`config.mk`:
```
export PLATFORM = sky130hd
export DESIGN_NAME = config_text_comment_stripper_top_flat
export DESIGN_NICKNAME = d
export VERILOG_FILES = /design/src/rtl/ccs_pkg.sv /design/src/rtl/ccs_in_if.sv /design/src/rtl/ccs_out_if.sv /design/src/rtl/config_text_comment_stripper_top.sv /design/src/rtl/ccs_scan.sv /design/src/rtl/ccs_obuf.sv /design/src/flat_wrapper.sv
export SDC_FILE = /design/constraint.sdc
export NUM_CORES = 1
export LEC_CHECK = 0
export ABC_AREA = 1
export BUFFER_PORTS_ARGS = -buffer_cell sky130_fd_sc_hd__buf_2
export CAP_MARGIN = 20
export CORE_MARGIN = 2
export CORE_UTILIZATION = 55
export DETAILED_ROUTE_END_ITERATION = 8
export PLACE_DENSITY = 0.83
export SYNTH_ARGS = -nofsm -noshare
export SYNTH_HDL_FRONTEND = slang
export SYNTH_SLANG_ARGS = --single-unit
```
`constraint.sdc`:
```
create_clock -name clk_i -period 9.65 [get_ports clk_i]
set_clock_uncertainty 0.1 [all_clocks]
set_input_delay 0.965 -clock clk_i [delete_from_list [all_inputs] [get_ports clk_i]]
set_output_delay 0.965 -clock clk_i [all_outputs]
set_load 0.005 [all_outputs]
```
`src/rtl/ccs_pkg.sv`:
```
// ----------------------------------------------------------------------------
// ccs_pkg
// Types and constants shared by the comment-stripping text filter.
// ----------------------------------------------------------------------------
package ccs_pkg;

  // register indexes on the configuration port
  localparam int unsigned CfgIdxW = 2;
  localparam logic [CfgIdxW-1:0] CfgCommentChars = 2'd0;
  localparam logic [CfgIdxW-1:0] CfgQuoteChars   = 2'd1;
  localparam logic [CfgIdxW-1:0] CfgKeptControls = 2'd2;
  localparam int unsigned CfgDataW = 32;

  // register widths and slot counts
  localparam int unsigned CommentW     = 32;
  localparam int unsigned QuoteW       = 24;
  localparam int unsigned KeptW        = 16;
  localparam int unsigned CommentSlots = CommentW / 8;
  localparam int unsigned QuoteSlots   = QuoteW / 8;
  localparam int unsigned KeptSlots    = KeptW / 8;

  // register reset values: ";#", backquote/single/double quote, newline/tab
  localparam logic [CommentW-1:0] CommentReset = 32'h0000_3B23;
  localparam logic [QuoteW-1:0]   QuoteReset   = 24'h60_2722;
  localparam logic [KeptW-1:0]    KeptReset    = 16'h0A09;

  // characters with a fixed meaning
  localparam logic [7:0] ChUpperA    = 8'h41;
  localparam logic [7:0] ChUpperZ    = 8'h5A;
  localparam logic [7:0] ChDigit0    = 8'h30;
  localparam logic [7:0] ChDigit9    = 8'h39;
  localparam logic [7:0] ChSpace     = 8'h20;
  localparam logic [7:0] ChSlash     = 8'h2F;
  localparam logic [7:0] ChStar      = 8'h2A;
  localparam logic [7:0] ChBackslash = 8'h5C;
  localparam logic [7:0] ChNewline   = 8'h0A;

  // most results one text byte can cause
  localparam int unsigned MaxResults = 3;
  localparam int unsigned ResCntW    = 2;

  // one result item
  typedef struct packed {
    logic [7:0] out_byte;
    logic       byte_valid;
    logic       end_of_text;
  } res_t;

  // results of one text byte, handed from the scanner to the output buffer
  typedef struct packed {
    logic [ResCntW-1:0]          cnt;
    res_t [MaxResults-1:0]       res;
  } grp_t;

endpackage

```
`src/rtl/ccs_in_if.sv`:
```
// ----------------------------------------------------------------------------
// ccs_in_if
// Raw text channel: one byte and its last flag per transfer.
// ----------------------------------------------------------------------------
interface ccs_in_if;
  logic       valid;
  logic       ready;
  logic [7:0] text_byte;
  logic       last_byte;

  modport source (output valid, output text_byte, output last_byte, input ready);
  modport sink   (input valid, input text_byte, input last_byte, output ready);
endinterface

```
`src/rtl/ccs_out_if.sv`:
```
// ----------------------------------------------------------------------------
// ccs_out_if
// Cleaned text channel: one result byte or end marker per transfer.
// ----------------------------------------------------------------------------
interface ccs_out_if;
  logic       valid;
  logic       ready;
  logic [7:0] out_byte;
  logic       byte_valid;
  logic       end_of_text;

  modport source (output valid, output out_byte, output byte_valid,
                  output end_of_text, input ready);
  modport sink   (input valid, input out_byte, input byte_valid,
                  input end_of_text, output ready);
endinterface

```
`src/rtl/config_text_comment_stripper_top.sv`:
```
// ----------------------------------------------------------------------------
// config_text_comment_stripper_top
// Comment-stripping text filter for configuration text streams.
// ----------------------------------------------------------------------------
// Raw text enters on in_i, one byte per transfer, with last_byte on the final
// byte. Cleaned text leaves on out_o: each transfer carries a byte
// (byte_valid high) or, when the final byte yields nothing, a bare end marker;
// end_of_text marks the last result of the text.
// Registers are written through cfg_we_i/cfg_idx_i/cfg_data_i: 0 line-comment
// characters, 1 quote characters, 2 kept controls. The user must write them
// only while the block is idle; the block itself does not enforce this.
// A byte is held in the input register, then its results load the result
// register once it can take them, and the results are offered from there.
// Throughput: one text byte per cycle while each byte yields at most one
// result and the receiver is ready; a byte that yields more than one result
// holds the result register until the single output port has passed each on.
// When the receiver stalls, results wait in the result register and the next
// byte in the input register, and in_i.ready drops once both are full.
// Reset clears the scanner state and both registers and loads the default
// configuration; after the final byte the scanner returns to its reset state
// while the configuration is kept.
// ----------------------------------------------------------------------------
module config_text_comment_stripper_top import ccs_pkg::*; (
  input  logic               clk_i,
  input  logic               rst_ni,
  input  logic               cfg_we_i,
  input  logic [CfgIdxW-1:0] cfg_idx_i,
  input  logic [CfgDataW-1:0] cfg_data_i,
  ccs_in_if.sink             in_i,
  ccs_out_if.source          out_o
);

  logic [CommentW-1:0] comment_chars_q;
  logic [QuoteW-1:0]   quote_chars_q;
  logic [KeptW-1:0]    kept_controls_q;

  logic       in_v_q;
  logic [7:0] in_byte_q;
  logic       in_last_q;
  logic       can_load;
  logic       step;
  grp_t       grp;

  // configuration registers
  always_ff @(posedge clk_i or negedge rst_ni) begin
    if (!rst_ni) begin
      comment_chars_q <= CommentReset;
      quote_chars_q   <= QuoteReset;
      kept_controls_q <= KeptReset;
    end else if (cfg_we_i) begin
      case (cfg_idx_i)
        CfgCommentChars: comment_chars_q <= cfg_data_i[CommentW-1:0];
        CfgQuoteChars:   quote_chars_q   <= cfg_data_i[QuoteW-1:0];
        CfgKeptControls: kept_controls_q <= cfg_data_i[KeptW-1:0];
        default: ;
      endcase
    end
  end

  // input register, freed when its byte moves into the result register
  assign step       = in_v_q && can_load;
  assign in_i.ready = !in_v_q || step;

  always_ff @(posedge clk_i or negedge rst_ni) begin
    if (!rst_ni) begin
      in_v_q <= 1'b0;
    end else if (in_i.ready) begin
      in_v_q <= in_i.valid;
    end
  end

  always_ff @(posedge clk_i) begin
    if (in_i.valid && in_i.ready) begin
      in_byte_q <= in_i.text_byte;
      in_last_q <= in_i.last_byte;
    end
  end

  // per-byte scanner
  ccs_scan u_scan (
    .clk_i           (clk_i),
    .rst_ni          (rst_ni),
    .step_i          (step),
    .text_byte_i     (in_byte_q),
    .last_byte_i     (in_last_q),
    .comment_chars_i (comment_chars_q),
    .quote_chars_i   (quote_chars_q),
    .kept_controls_i (kept_controls_q),
    .grp_o           (grp)
  );

  // result register
  ccs_obuf u_obuf (
    .clk_i      (clk_i),
    .rst_ni     (rst_ni),
    .load_i     (step),
    .grp_i      (grp),
    .can_load_o (can_load),
    .out_o      (out_o)
  );

endmodule

```
`src/rtl/ccs_scan.sv`:
```
// ----------------------------------------------------------------------------
// ccs_scan
// Scanner state and per-byte logic: comment, quote and whitespace handling
// followed by the empty-line filter; yields up to three results per byte.
// ----------------------------------------------------------------------------
module ccs_scan import ccs_pkg::*; (
  input  logic                clk_i,
  input  logic                rst_ni,
  input  logic                step_i,
  input  logic [7:0]          text_byte_i,
  input  logic                last_byte_i,
  input  logic [CommentW-1:0] comment_chars_i,
  input  logic [QuoteW-1:0]   quote_chars_i,
  input  logic [KeptW-1:0]    kept_controls_i,
  output grp_t                grp_o
);

  typedef enum logic [1:0] {
    ModeNormal,
    ModeQuote,
    ModeLine,
    ModeBlock
  } mode_e;

  mode_e      mode_q, mode_d;
  logic [7:0] open_quote_q, open_quote_d;
  logic       after_bs_q, after_bs_d;
  logic       after_star_q, after_star_d;
  logic       held_slash_q, held_slash_d;
  logic       line_content_q, line_content_d;
  logic       nl_pending_q, nl_pending_d;

  // character matches
  logic is_plain, is_quote, is_comment, is_kept;

  always_comb begin
    is_plain   = ((text_byte_i >= ChUpperA) && (text_byte_i <= ChUpperZ)) ||
                 ((text_byte_i >= ChDigit0) && (text_byte_i <= ChDigit9));
    is_quote   = 1'b0;
    is_comment = 1'b0;
    is_kept    = 1'b0;
    for (int i = 0; i < QuoteSlots; i++) begin
      if (quote_chars_i[8*i +: 8] == text_byte_i) is_quote = 1'b1;
    end
    for (int i = 0; i < CommentSlots; i++) begin
      if (comment_chars_i[8*i +: 8] == text_byte_i) is_comment = 1'b1;
    end
    for (int i = 0; i < KeptSlots; i++) begin
      if (kept_controls_i[8*i +: 8] == text_byte_i) is_kept = 1'b1;
    end
    // a zero byte never matches an unused slot
    if (text_byte_i == 8'h00) begin
      is_quote   = 1'b0;
      is_comment = 1'b0;
      is_kept    = 1'b0;
    end
  end

  // first stage: which bytes go on to the line filter
  logic [MaxResults-1:0] push_v;
  logic [7:0]            push_b [MaxResults];

  always_comb begin
    mode_d       = mode_q;
    open_quote_d = open_quote_q;
    after_bs_d   = after_bs_q;
    after_star_d = after_star_q;
    held_slash_d = held_slash_q;
    push_v       = '0;
    push_b[0]    = ChSlash;
    push_b[1]    = text_byte_i;
    push_b[2]    = ChSlash;

    case (mode_q)
      ModeQuote: begin
        push_v[1] = 1'b1;
        if ((text_byte_i == open_quote_q) && !after_bs_q) mode_d = ModeNormal;
        after_bs_d = (text_byte_i == ChBackslash);
      end
      ModeLine: begin
        if (text_byte_i == ChNewline) begin
          mode_d    = ModeNormal;
          push_v[1] = 1'b1;
        end
      end
      ModeBlock: begin
        if (after_star_q && (text_byte_i == ChSlash)) begin
          mode_d       = ModeNormal;
          after_star_d = 1'b0;
        end else begin
          after_star_d = (text_byte_i == ChStar);
        end
      end
      default: begin
        if (held_slash_q && (text_byte_i == ChSlash)) begin
          held_slash_d = 1'b0;
          mode_d       = ModeLine;
        end else if (held_slash_q && (text_byte_i == ChStar)) begin
          held_slash_d = 1'b0;
          mode_d       = ModeBlock;
          after_star_d = 1'b0;
        end else begin
          // a held slash that starts no comment goes out first
          push_v[0]    = held_slash_q;
          held_slash_d = 1'b0;
          if (is_plain) begin
            push_v[1] = 1'b1;
          end else if (is_quote) begin
            push_v[1]    = 1'b1;
            mode_d       = ModeQuote;
            open_quote_d = text_byte_i;
            after_bs_d   = (text_byte_i == ChBackslash);
          end else if (is_comment) begin
            mode_d = ModeLine;
          end else if (text_byte_i == ChSlash) begin
            held_slash_d = 1'b1;
          end else if ((text_byte_i > ChSpace) || is_kept) begin
            push_v[1] = 1'b1;
          end
        end
      end
    endcase

    // slash still held at end of text
    push_v[2] = last_byte_i && held_slash_d;
  end

  // second stage: drop empty lines and hold newlines until content follows
  logic [ResCntW-1:0] cnt;
  res_t               res [MaxResults];
  logic               lc_w, np_w;

  always_comb begin
    cnt  = '0;
    lc_w = line_content_q;
    np_w = nl_pending_q;
    for (int k = 0; k < MaxResults; k++) res[k] = '0;

    for (int j = 0; j < MaxResults; j++) begin
      if (push_v[j]) begin
        if (push_b[j] == ChNewline) begin
          if (lc_w) begin
            np_w = 1'b1;
            lc_w = 1'b0;
          end
        end else begin
          if (np_w && (cnt < ResCntW'(MaxResults))) begin
            res[cnt].out_byte   = ChNewline;
            res[cnt].byte_valid = 1'b1;
            cnt                 = cnt + 1'b1;
          end
          np_w = 1'b0;
          if (cnt < ResCntW'(MaxResults)) begin
            res[cnt].out_byte   = push_b[j];
            res[cnt].byte_valid = 1'b1;
            cnt                 = cnt + 1'b1;
          end
          lc_w = 1'b1;
        end
      end
    end

    // end of text marks the final result, or stands alone as a bare marker
    if (last_byte_i) begin
      if (cnt == '0) begin
        res[0].end_of_text = 1'b1;
        cnt                = ResCntW'(1);
      end else begin
        res[cnt - 1'b1].end_of_text = 1'b1;
      end
    end

    line_content_d = lc_w;
    nl_pending_d   = np_w;
  end

  always_comb begin
    grp_o.cnt = cnt;
    for (int k = 0; k < MaxResults; k++) grp_o.res[k] = res[k];
  end

  // scanner state, back to reset after the final byte
  always_ff @(posedge clk_i or negedge rst_ni) begin
    if (!rst_ni) begin
      mode_q         <= ModeNormal;
      open_quote_q   <= '0;
      after_bs_q     <= 1'b0;
      after_star_q   <= 1'b0;
      held_slash_q   <= 1'b0;
      line_content_q <= 1'b0;
      nl_pending_q   <= 1'b0;
    end else if (step_i) begin
      if (last_byte_i) begin
        mode_q         <= ModeNormal;
        open_quote_q   <= '0;
        after_bs_q     <= 1'b0;
        after_star_q   <= 1'b0;
        held_slash_q   <= 1'b0;
        line_content_q <= 1'b0;
        nl_pending_q   <= 1'b0;
      end else begin
        mode_q         <= mode_d;
        open_quote_q   <= open_quote_d;
        after_bs_q     <= after_bs_d;
        after_star_q   <= after_star_d;
        held_slash_q   <= held_slash_d;
        line_content_q <= line_content_d;
        nl_pending_q   <= nl_pending_d;
      end
    end
  end

endmodule

```
`src/rtl/ccs_obuf.sv`:
```
// ----------------------------------------------------------------------------
// ccs_obuf
// Result register: holds the results of one text byte and hands them out
// one per transfer, taking the next group as the last one leaves.
// ----------------------------------------------------------------------------
module ccs_obuf import ccs_pkg::*; (
  input  logic  clk_i,
  input  logic  rst_ni,
  input  logic  load_i,
  input  grp_t  grp_i,
  output logic  can_load_o,
  ccs_out_if.source out_o
);

  logic [ResCntW-1:0] cnt_q, cnt_d;
  res_t               slot_q [MaxResults];
  res_t               slot_d [MaxResults];
  logic               pop;

  assign out_o.valid       = (cnt_q != '0);
  assign out_o.out_byte    = slot_q[0].out_byte;
  assign out_o.byte_valid  = slot_q[0].byte_valid;
  assign out_o.end_of_text = slot_q[0].end_of_text;

  assign pop        = out_o.valid && out_o.ready;
  assign can_load_o = (cnt_q == '0) || ((cnt_q == ResCntW'(1)) && out_o.ready);

  // load a new group or shift the next result to the front
  always_comb begin
    cnt_d = cnt_q;
    for (int k = 0; k < MaxResults; k++) slot_d[k] = slot_q[k];
    if (load_i) begin
      cnt_d = grp_i.cnt;
      for (int k = 0; k < MaxResults; k++) slot_d[k] = grp_i.res[k];
    end else if (pop) begin
      cnt_d = cnt_q - 1'b1;
      for (int k = 0; k < MaxResults - 1; k++) slot_d[k] = slot_q[k+1];
    end
  end

  always_ff @(posedge clk_i or negedge rst_ni) begin
    if (!rst_ni) begin
      cnt_q <= '0;
    end else begin
      cnt_q <= cnt_d;
    end
  end

  always_ff @(posedge clk_i) begin
    for (int k = 0; k < MaxResults; k++) slot_q[k] <= slot_d[k];
  end

endmodule
```
`src/flat_wrapper.sv`:
```
// flat-port wrapper written by rule: the top's interface ports become plain ports
module config_text_comment_stripper_top_flat import ccs_pkg::*;
  (clk_i, rst_ni, cfg_we_i, cfg_idx_i, cfg_data_i, in_i_valid, in_i_text_byte, in_i_last_byte, in_i_ready, out_o_valid, out_o_out_byte, out_o_byte_valid, out_o_end_of_text, out_o_ready);
  ccs_in_if in_i_i ();
  ccs_out_if out_o_i ();
  input  logic clk_i;
  input  logic rst_ni;
  input  logic cfg_we_i;
  input  logic [CfgIdxW-1:0] cfg_idx_i;
  input  logic [CfgDataW-1:0] cfg_data_i;
  input wire logic [$bits(in_i_i.valid)-1:0] in_i_valid;
  input wire logic [$bits(in_i_i.text_byte)-1:0] in_i_text_byte;
  input wire logic [$bits(in_i_i.last_byte)-1:0] in_i_last_byte;
  output wire logic [$bits(in_i_i.ready)-1:0] in_i_ready;
  output wire logic [$bits(out_o_i.valid)-1:0] out_o_valid;
  output wire logic [$bits(out_o_i.out_byte)-1:0] out_o_out_byte;
  output wire logic [$bits(out_o_i.byte_valid)-1:0] out_o_byte_valid;
  output wire logic [$bits(out_o_i.end_of_text)-1:0] out_o_end_of_text;
  input wire logic [$bits(out_o_i.ready)-1:0] out_o_ready;
  assign in_i_i.valid = in_i_valid;
  assign in_i_i.text_byte = in_i_text_byte;
  assign in_i_i.last_byte = in_i_last_byte;
  assign in_i_ready = in_i_i.ready;
  assign out_o_valid = out_o_i.valid;
  assign out_o_out_byte = out_o_i.out_byte;
  assign out_o_byte_valid = out_o_i.byte_valid;
  assign out_o_end_of_text = out_o_i.end_of_text;
  assign out_o_i.ready = out_o_ready;
  config_text_comment_stripper_top u_core (.clk_i(clk_i), .rst_ni(rst_ni), .cfg_we_i(cfg_we_i), .cfg_idx_i(cfg_idx_i), .cfg_data_i(cfg_data_i), .in_i(in_i_i), .out_o(out_o_i));
endmodule
```
==> impl_metrics.toml, run 1 <==
[timing]
worst_pin_slew_ns = 0.916
max_slew_margin = 0.388
slew_viol_final = 0
holdWs_ns = 0.394
setup_slack_ns = 5.38
setup_viol = 0
hold_viol = 0
finalCritPeriodShare = 0.442
fmax_ghz = 0.234
period_needed_ns = 4.27
grt_setup_unrepaired = "false"
tns_ns = 0

[critical_path]
rr_endpoint = "u_core.u_obuf.slot_q[0][15]"
startpoint_type = "flip-flop"
reg2reg_from = "u_core.in_byte_q[4]"
crit_path_end_kind = "flip-flop"
cp.required_ns = 9.73
worst_path_most_repeated_cell = "inv_1"
ff2ff_path_depth = 24
worstSetupPathType = "reg -> reg"
cp.arrival_ns = 4.35
r2r_slack_ns = 5.38
cp_slowest_cell = "edfxtp_1"
crit_chain = "inv_2 > nand3_2 > nor3_2 > inv_1 > nand4_1 > inv_1 > ha_1 > inv_1 > nand2_1 > o21ai_0 > inv_1 > o21ai_2 > inv_1 > ha_1 > inv_1 > nand3_2 > nand2_2 > nand2_2 > nand3_2 > nand2_2 > nor2_4 > nand2_1 > o21ai_1 > inv_1"
slowest_delay_ns = 0.68
crit_fanout = 14

[cells_and_area]
fin_area_um2 = 8300
fill_cells = 1096
multi_input_area_um2 = 3180
area_delta_synth_final_pct = 11.9
layout.cells.non_filler = 1156
drive_gt1_frac = 0.171
antenna_cells = 0
num-nets-final = 1032
most-common-layout-cells = "nand2_1 (283), inv_1 (121), o21ai_0 (87)"
layout_commonest_cell = "nand2_1"
seqCellArea_um2 = 3450

[place]
port_buffers = 59
dp_cells = 1124
gp_congestion = 0.960
pre_cts_ws_ns = 5.49
place_area_um2 = 7690
dp_hpwl_mm = 11.7

[min_path]
whs_endpoint = "u_core.u_scan.after_bs_q"
hp-start = "u_core.u_scan.after_bs_q"
hold_path_class = "reg -> reg"
whs_path_depth = 2

[floorplanning]
coreArea_um2 = 13200
fp.dieH_um = 120
num_rows = 42
io_pins = 60
die_w_um = 120
die_area_um2 = 14400
initial_utilization = 0.563

[global_routing]
grt_start_max_net_pins = 65
grt_usage = 0.249
grt-ovfl-total = 0
grt_first_pass_wirelength_mm = 28.1
antenna_found_initial = 0
grt_pass1_vias = 5858

[logic_synthesis]
synth_edf_count = 39
yosys.cell_types.count = 44
synthFlopType = "dfrtp_1"
synth_fp_nets = 992
seq_area_frac_synth = 0.465
ys_ff_latch = 129
async_flop_share = 0.698
syn_area_per_cell_um2 = 8.00
yosysWarnings = 0
synth_cells = 928
synth_area_um2 = 7420

[drt]
vias = 6155
routed_wl_mm = 16.9
drt_iter0_drc = 480
ant_nets = 0
remaining_drc_errors = 0
dr.pass1.iters = 5
routed_via_density = 5.32
wl_per_cell_um = 14.7

[power]
swShare = 0.365
power_frac_clock = 0.293
peakVddDrop_uv = 141
seqPwrFrac = 0.382
leakagePower_nw = 4.00
power_density_nw_per_um2 = 269
pwr-share-comb = 0.325
p_int_mw = 1.42
switching_power_uw = 815

[clock_tree]
cts_buffers = 17
cts_sinks = 129
cts_setup_buffers = 0
clk_latency_ns = 0.42
htree_levels = 4
clk_pin_slew_worst_paths_ns = 0.06
cts_hold_buffers = 0
cts_tree = "done"
clk_root_buffer_cell = "clkbuf_16"
cts_resized = 0
ctsLongestPathBuffers = 2

[run_status]
status = "complete, no violations"

[flow_run]
maxCapViolCount = 0
cell families after synthesis:
| logic type | share of synthesized area |
|---|---|
| DFF | 0.465 |
| xor gates and xnor gates | 0.0390 |
| and+or+nand+nor | 0.248 |
| buffers and inverters | 0.107 |
| AOI/OAI and AO/OA | 0.115 |
| adders and majority gates | 0.0270 |
cell usage after synthesis, types with 2 or more instances:
| master | n | area [um2] |
|---|---|---|
| a21oi_1 | 22 | 110 |
| a21oi_2 | 4 | 35.0 |
| buf_2 | 5 | 25.0 |
| buf_4 | 13 | 97.6 |
| buf_6 | 10 | 113 |
| clkbuf_1 | 16 | 60.1 |
| dfrtp_1 | 70 | 1750 |
| dfstp_2 | 20 | 526 |
| edfxtp_1 | 39 | 1170 |
| ha_1 | 16 | 200 |
| inv_1 | 121 | 454 |
| inv_2 | 12 | 45.0 |
| nand2_1 | 283 | 1060 |
| nand2_2 | 12 | 75.1 |
| nand2_4 | 3 | 33.8 |
| nand3_1 | 23 | 115 |
| nand3_2 | 6 | 60.1 |
| nand4_1 | 10 | 62.6 |
| nor2_1 | 60 | 225 |
| nor2_2 | 3 | 18.8 |
| nor2_4 | 7 | 78.8 |
| nor3_1 | 2 | 10.0 |
| nor3_2 | 2 | 20.0 |
| nor4_1 | 4 | 25.0 |
| o2111ai_1 | 2 | 17.5 |
| o211ai_1 | 3 | 22.5 |
| o21ai_0 | 87 | 435 |
| o21ai_1 | 10 | 50.1 |
| o22ai_1 | 12 | 75.1 |
| o311ai_0 | 2 | 17.5 |
| o41ai_1 | 3 | 26.3 |
| or2_1 | 3 | 18.8 |
| xnor2_1 | 30 | 263 |
| xor2_1 | 3 | 26.3 |
power groups by stage:
stage,Sequential [mW],Clock (mW),Combinational (mW)
after global placement,0.856,0,0.694
final,0.854,0.653,0.726
after global routing,0.868,0.685,0.821
after detailed placement,0.860,0,0.717
after floorplan,0.806,0,0.611
after CTS,0.852,0.659,0.725
area by class of cell:
| cell class | instances | share of cell area |
|---|---|---|
| flip-flops and latches | 129 | 0.415 |
| repair buffers | 65 | 0.0422 |
| clock buffers | 23 | 0.0603 |
| well taps | 176 | 0.0265 |
| clock inverters | 8 | 0.0118 |
| inverters | 133 | 0.0601 |
| multi-input cells | 622 | 0.384 |
stage by stage:
stage           util  total power, mW
3_5_place_dp   0.583             1.58
4_1_cts        0.628             2.24
3_3_place_gp   0.583             1.55
2_1_floorplan      -             1.42
6_report       0.629             2.23
5_1_grt        0.629             2.37
worst max-delay path by stage:
stage | startpoint | cells after the start | endpoint | slack (ns)
finish | u_core.in_byte_q[4] | 24 | u_core.u_obuf.slot_q[0][15] | 5.38
global route | u_core.in_byte_q[4] | 24 | u_core.u_obuf.slot_q[0][15] | 5.13
CTS | u_core.in_byte_q[4] | 24 | u_core.u_obuf.slot_q[0][15] | 5.44
detailed placement | u_core.in_byte_q[4] | 24 | u_core.u_obuf.slot_q[0][15] | 5.49
global placement | u_core.in_byte_q[4] | 24 | u_core.u_obuf.slot_q[0][13] | 5.60
floorplan | u_core.in_byte_q[7] | 25 | u_core.u_obuf.slot_q[0][11] | 6.28
worst max-delay path: cells and delay by family, from the launching register on:
kind,cells,cell delay (ns)
AO/OA/AOI/OAI,3,0.38
adder cells (fa/ha/maj),2,0.42
buffers and inverters,8,1.06
flip-flops,1,0.68
AND/OR/NAND/NOR,11,1.35
state kept, by name, indices dropped and copies added (netlist names), 2 cells and up:
name                        count
u_core.quote_chars_q           24
u_core.u_obuf.cnt_q             2
u_core.u_obuf.slot_q           30
u_core.comment_chars_q         32
u_core.u_scan.mode_q            2
u_core.kept_controls_q         16
u_core.u_scan.open_quote_q      8
u_core.in_byte_q                8
routing by layer:
layer / vias to the layer above / global-route usage / routed length, um
li1: 3021 / - / -
met2: 234 / 0.414 / 8350
met1: 2887 / 0.326 / 7310
met3: 13 / 0.0570 / 1110
met4: 0 / 0.0743 / 174
met5: - / 0 / 0
(Power assumes the default switching activity.)
==> run 2, diff against run 1 <==
- PLACE_DENSITY: 0.83 -> 0.86
- clock period: 9.65 -> 3.6 ns (I/O delays scaled with it)
==> run 2 against run 1 <==
Critical path depth is 5 lower. Non-clock buffer count is 39 higher. Via count rose by 5.4%. Sequential share of layout area shrank 2.1 points. Worst hold slack worse by 0.39 ns. Register-to-register slack got worse by 5.3 ns. Critical endpoint is now u_core.u_obuf.slot_q[0][6]. Final area increased by 5.3%. Power grew to 2.9 times the previous value. First-iteration DRC count is 69% higher.
==> impl_metrics.toml, run 2 (synthesized netlist as in run 1, its figures left out) <==
[run_status]
status = "complete, no violations"

[drt]
drt_iter0_drc = 810
remaining_drc_errors = 0
wl_per_cell_um = 15.8
ant_nets = 0
met1Wirelength_mm = 7.43
wl_met3_mm = 1.60
routed_via_density = 5.43
topRoutingLayerUsed = "met4"
vias = 6490
dr.pass1.iters = 5
wl_met2_mm = 9.29
routed_wl_mm = 19.0

[floorplanning]
fp.dieH_um = 120
initial_utilization = 0.563
io_pins = 60
coreArea_um2 = 13200
die_area_um2 = 14400
die_w_um = 120
num_rows = 42

[critical_path]
crit_start = "u_core.in_byte_q[3]"
ff2ff_path_depth = 19
crit_fanout = 5
rr_endpoint = "u_core.u_obuf.slot_q[0][6]"
setup.worst_path.end = "u_core.u_obuf.slot_q[0][6]"
cp.arrival_ns = 3.63
cp.required_ns = 3.67
worstSetupPathType = "reg -> reg"
r2r_slack_ns = 0.04
reg2reg_from = "u_core.in_byte_q[3]"
crit_path_end_kind = "flip-flop"
startpoint_type = "flip-flop"

[timing]
period_needed_ns = 3.56
setup_slack_ns = 0.0374
fmax_ghz = 0.281
slew_viol_final = 0
hold_viol = 0
max_slew_margin = 0.387
setup_viol = 0
worst_pin_slew_ns = 0.917
finalCritPeriodShare = 0.990
grt_setup_unrepaired = "true"

[cells_and_area]
area_delta_synth_final_pct = 17.8
top_regs = "u_core.comment_chars_q: 32 flops, u_core.u_obuf.slot_q: 30 flops, u_core.quote_chars_q: 24 flops"
largest_reg_flops = 32
post-route-util = 0.663
layout_commonest_cell = "nand2_1"
most-common-layout-cells = "nand2_1 (279), inv_1 (115), o21ai_0 (85)"
largest-register = "u_core.comment_chars_q"
drive_gt1_frac = 0.221
antenna_cells = 0
num-nets-final = 1071
fill_cells = 991

[clock_tree]
cts_buffers = 17
cts_sinks = 129
clk_pin_slew_worst_paths_ns = 0.06
htree_levels = 4
clk_latency_ns = 0.43
cts_tree = "done"
ctsLongestPathBuffers = 2
clk_root_buffer_cell = "clkbuf_16"

[global_routing]
grt_pass1_vias = 6307
grt-ovfl-total = 0
grt_first_pass_wirelength_mm = 30.1
antenna_found_initial = 0
grt_start_max_net_pins = 49
grt_usage = 0.267

[place]
port_buffers = 59
pre_cts_ws_ns = -0.0169
dp_hpwl_mm = 12.5
gp_congestion = 0.949

[power]
leakagePower_nw = 4.20
seqPwrFrac = 0.347
power_density_nw_per_um2 = 730
switching_power_mw = 2.40
peakVddDrop_uv = 380
swShare = 0.375
pwr-share-comb = 0.377
power_frac_clock = 0.276
p_int_mw = 3.99

[min_path]
hold_path_class = "in -> reg"
whs_path_depth = 1

[flow_run]
maxCapViolCount = 0
-- run 2: cell types whose count changed in the layout (fill, tap and decap cells not counted), sizes merged --
| cell | before | now |
|---|---|---|
| buf | 65 | 102 |
| clkinvlp | 0 | 1 |
| bufinv | 2 | 1 |
| dlygate4sd3 | 0 | 2 |
| clkinv | 3 | 2 |
| clkbuf | 23 | 26 |
| inv | 136 | 135 |
-- run 2: layer usage --
| layer | GRT usage | vias to the layer above |
|---|---|---|
| met5 | 0 | - |
| met1 | 0.335 | 3012 |
| met4 | 0.121 | 0 |
| li1 | - | 3101 |
| met3 | 0.0670 | 56 |
| met2 | 0.437 | 321 |
-- run 2: per-stage QoR --
| step | cells | TNS, ns | instance area (um2) | hold WS [ns] | power (mW) |
|---|---|---|---|---|---|
| after global placement | 1143 | 0 | 7830 | 0.276 | 4.22 |
| after global routing | 1196 | -1.94 | 8740 | 0.00655 | 6.74 |
| after floorplan | 928 | 0 | 7420 | -0.0356 | 3.80 |
| final | 1196 | 0 | 8740 | 0.00648 | 6.38 |
| after CTS | 1180 | 0 | 8480 | 0.00106 | 6.08 |
| after detailed placement | 1143 | -0.0434 | 7830 | 0.275 | 4.31 |
-- run 2: cell type report --
cell class / instances / area (um2) / area share
clock buffers: 26 / 542 / 0.0620
repair buffers: 104 / 656 / 0.0750
well taps: 176 / 220 / 0.0252
inverters: 133 / 513 / 0.0587
flip-flops and latches: 129 / 3450 / 0.395
multi-input cells: 622 / 3300 / 0.377
clock inverters: 6 / 63.8 / 0.00730
-- run 2: how the worst min path moves through the flow --
stage,to,from
6_report,u_core.in_byte_q[7],in_i_text_byte[7]
5_1_grt,u_core.in_byte_q[7],in_i_text_byte[7]
4_1_cts,u_core.in_byte_q[7],in_i_text_byte[7]
3_5_place_dp,u_core.comment_chars_q[25],rst_ni
3_3_place_gp,u_core.comment_chars_q[28],rst_ni
2_1_floorplan,u_core.comment_chars_q[10],rst_ni
-- run 2: timing repair --
item | CTS | global route
hold buffers | 1 | 1
endpoints found under the setup margin | 14 | 26
resized for setup | 0 | 38
buffers inserted | 4 | 14
endpoints found under the hold margin | 33 | 1
pin swaps | 0 | 21
-- run 2: worst max-delay path, cell delays in order, from the launching register on --
cell and delay (ns):
edfxtp_1 0.55, buf_4 0.22, nand2_1 0.10, nor3_4 0.05, inv_2 0.07, nand4_1 0.23
buf_4 0.23, ha_1 0.29, o21ai_1 0.14, nand3_1 0.13, nand2_4 0.13, inv_4 0.06
ha_4 0.25, nand4_1 0.18, nand2_4 0.16, nand2_2 0.07, nor2_4 0.12, nor2_4 0.05
nand3_2 0.07, o21ai_1 0.08
-- run 2: power by group through the flow --
| stage | Clock [mW] | Combinational (mW) | Sequential, mW |
|---|---|---|---|
| 2_1_floorplan | 0 | 1.64 | 2.16 |
| 3_3_place_gp | 0 | 2.01 | 2.22 |
| 3_5_place_dp | 0 | 2.08 | 2.23 |
| 4_1_cts | 1.76 | 2.13 | 2.20 |
| 5_1_grt | 1.83 | 2.66 | 2.25 |
| 6_report | 1.76 | 2.41 | 2.22 |
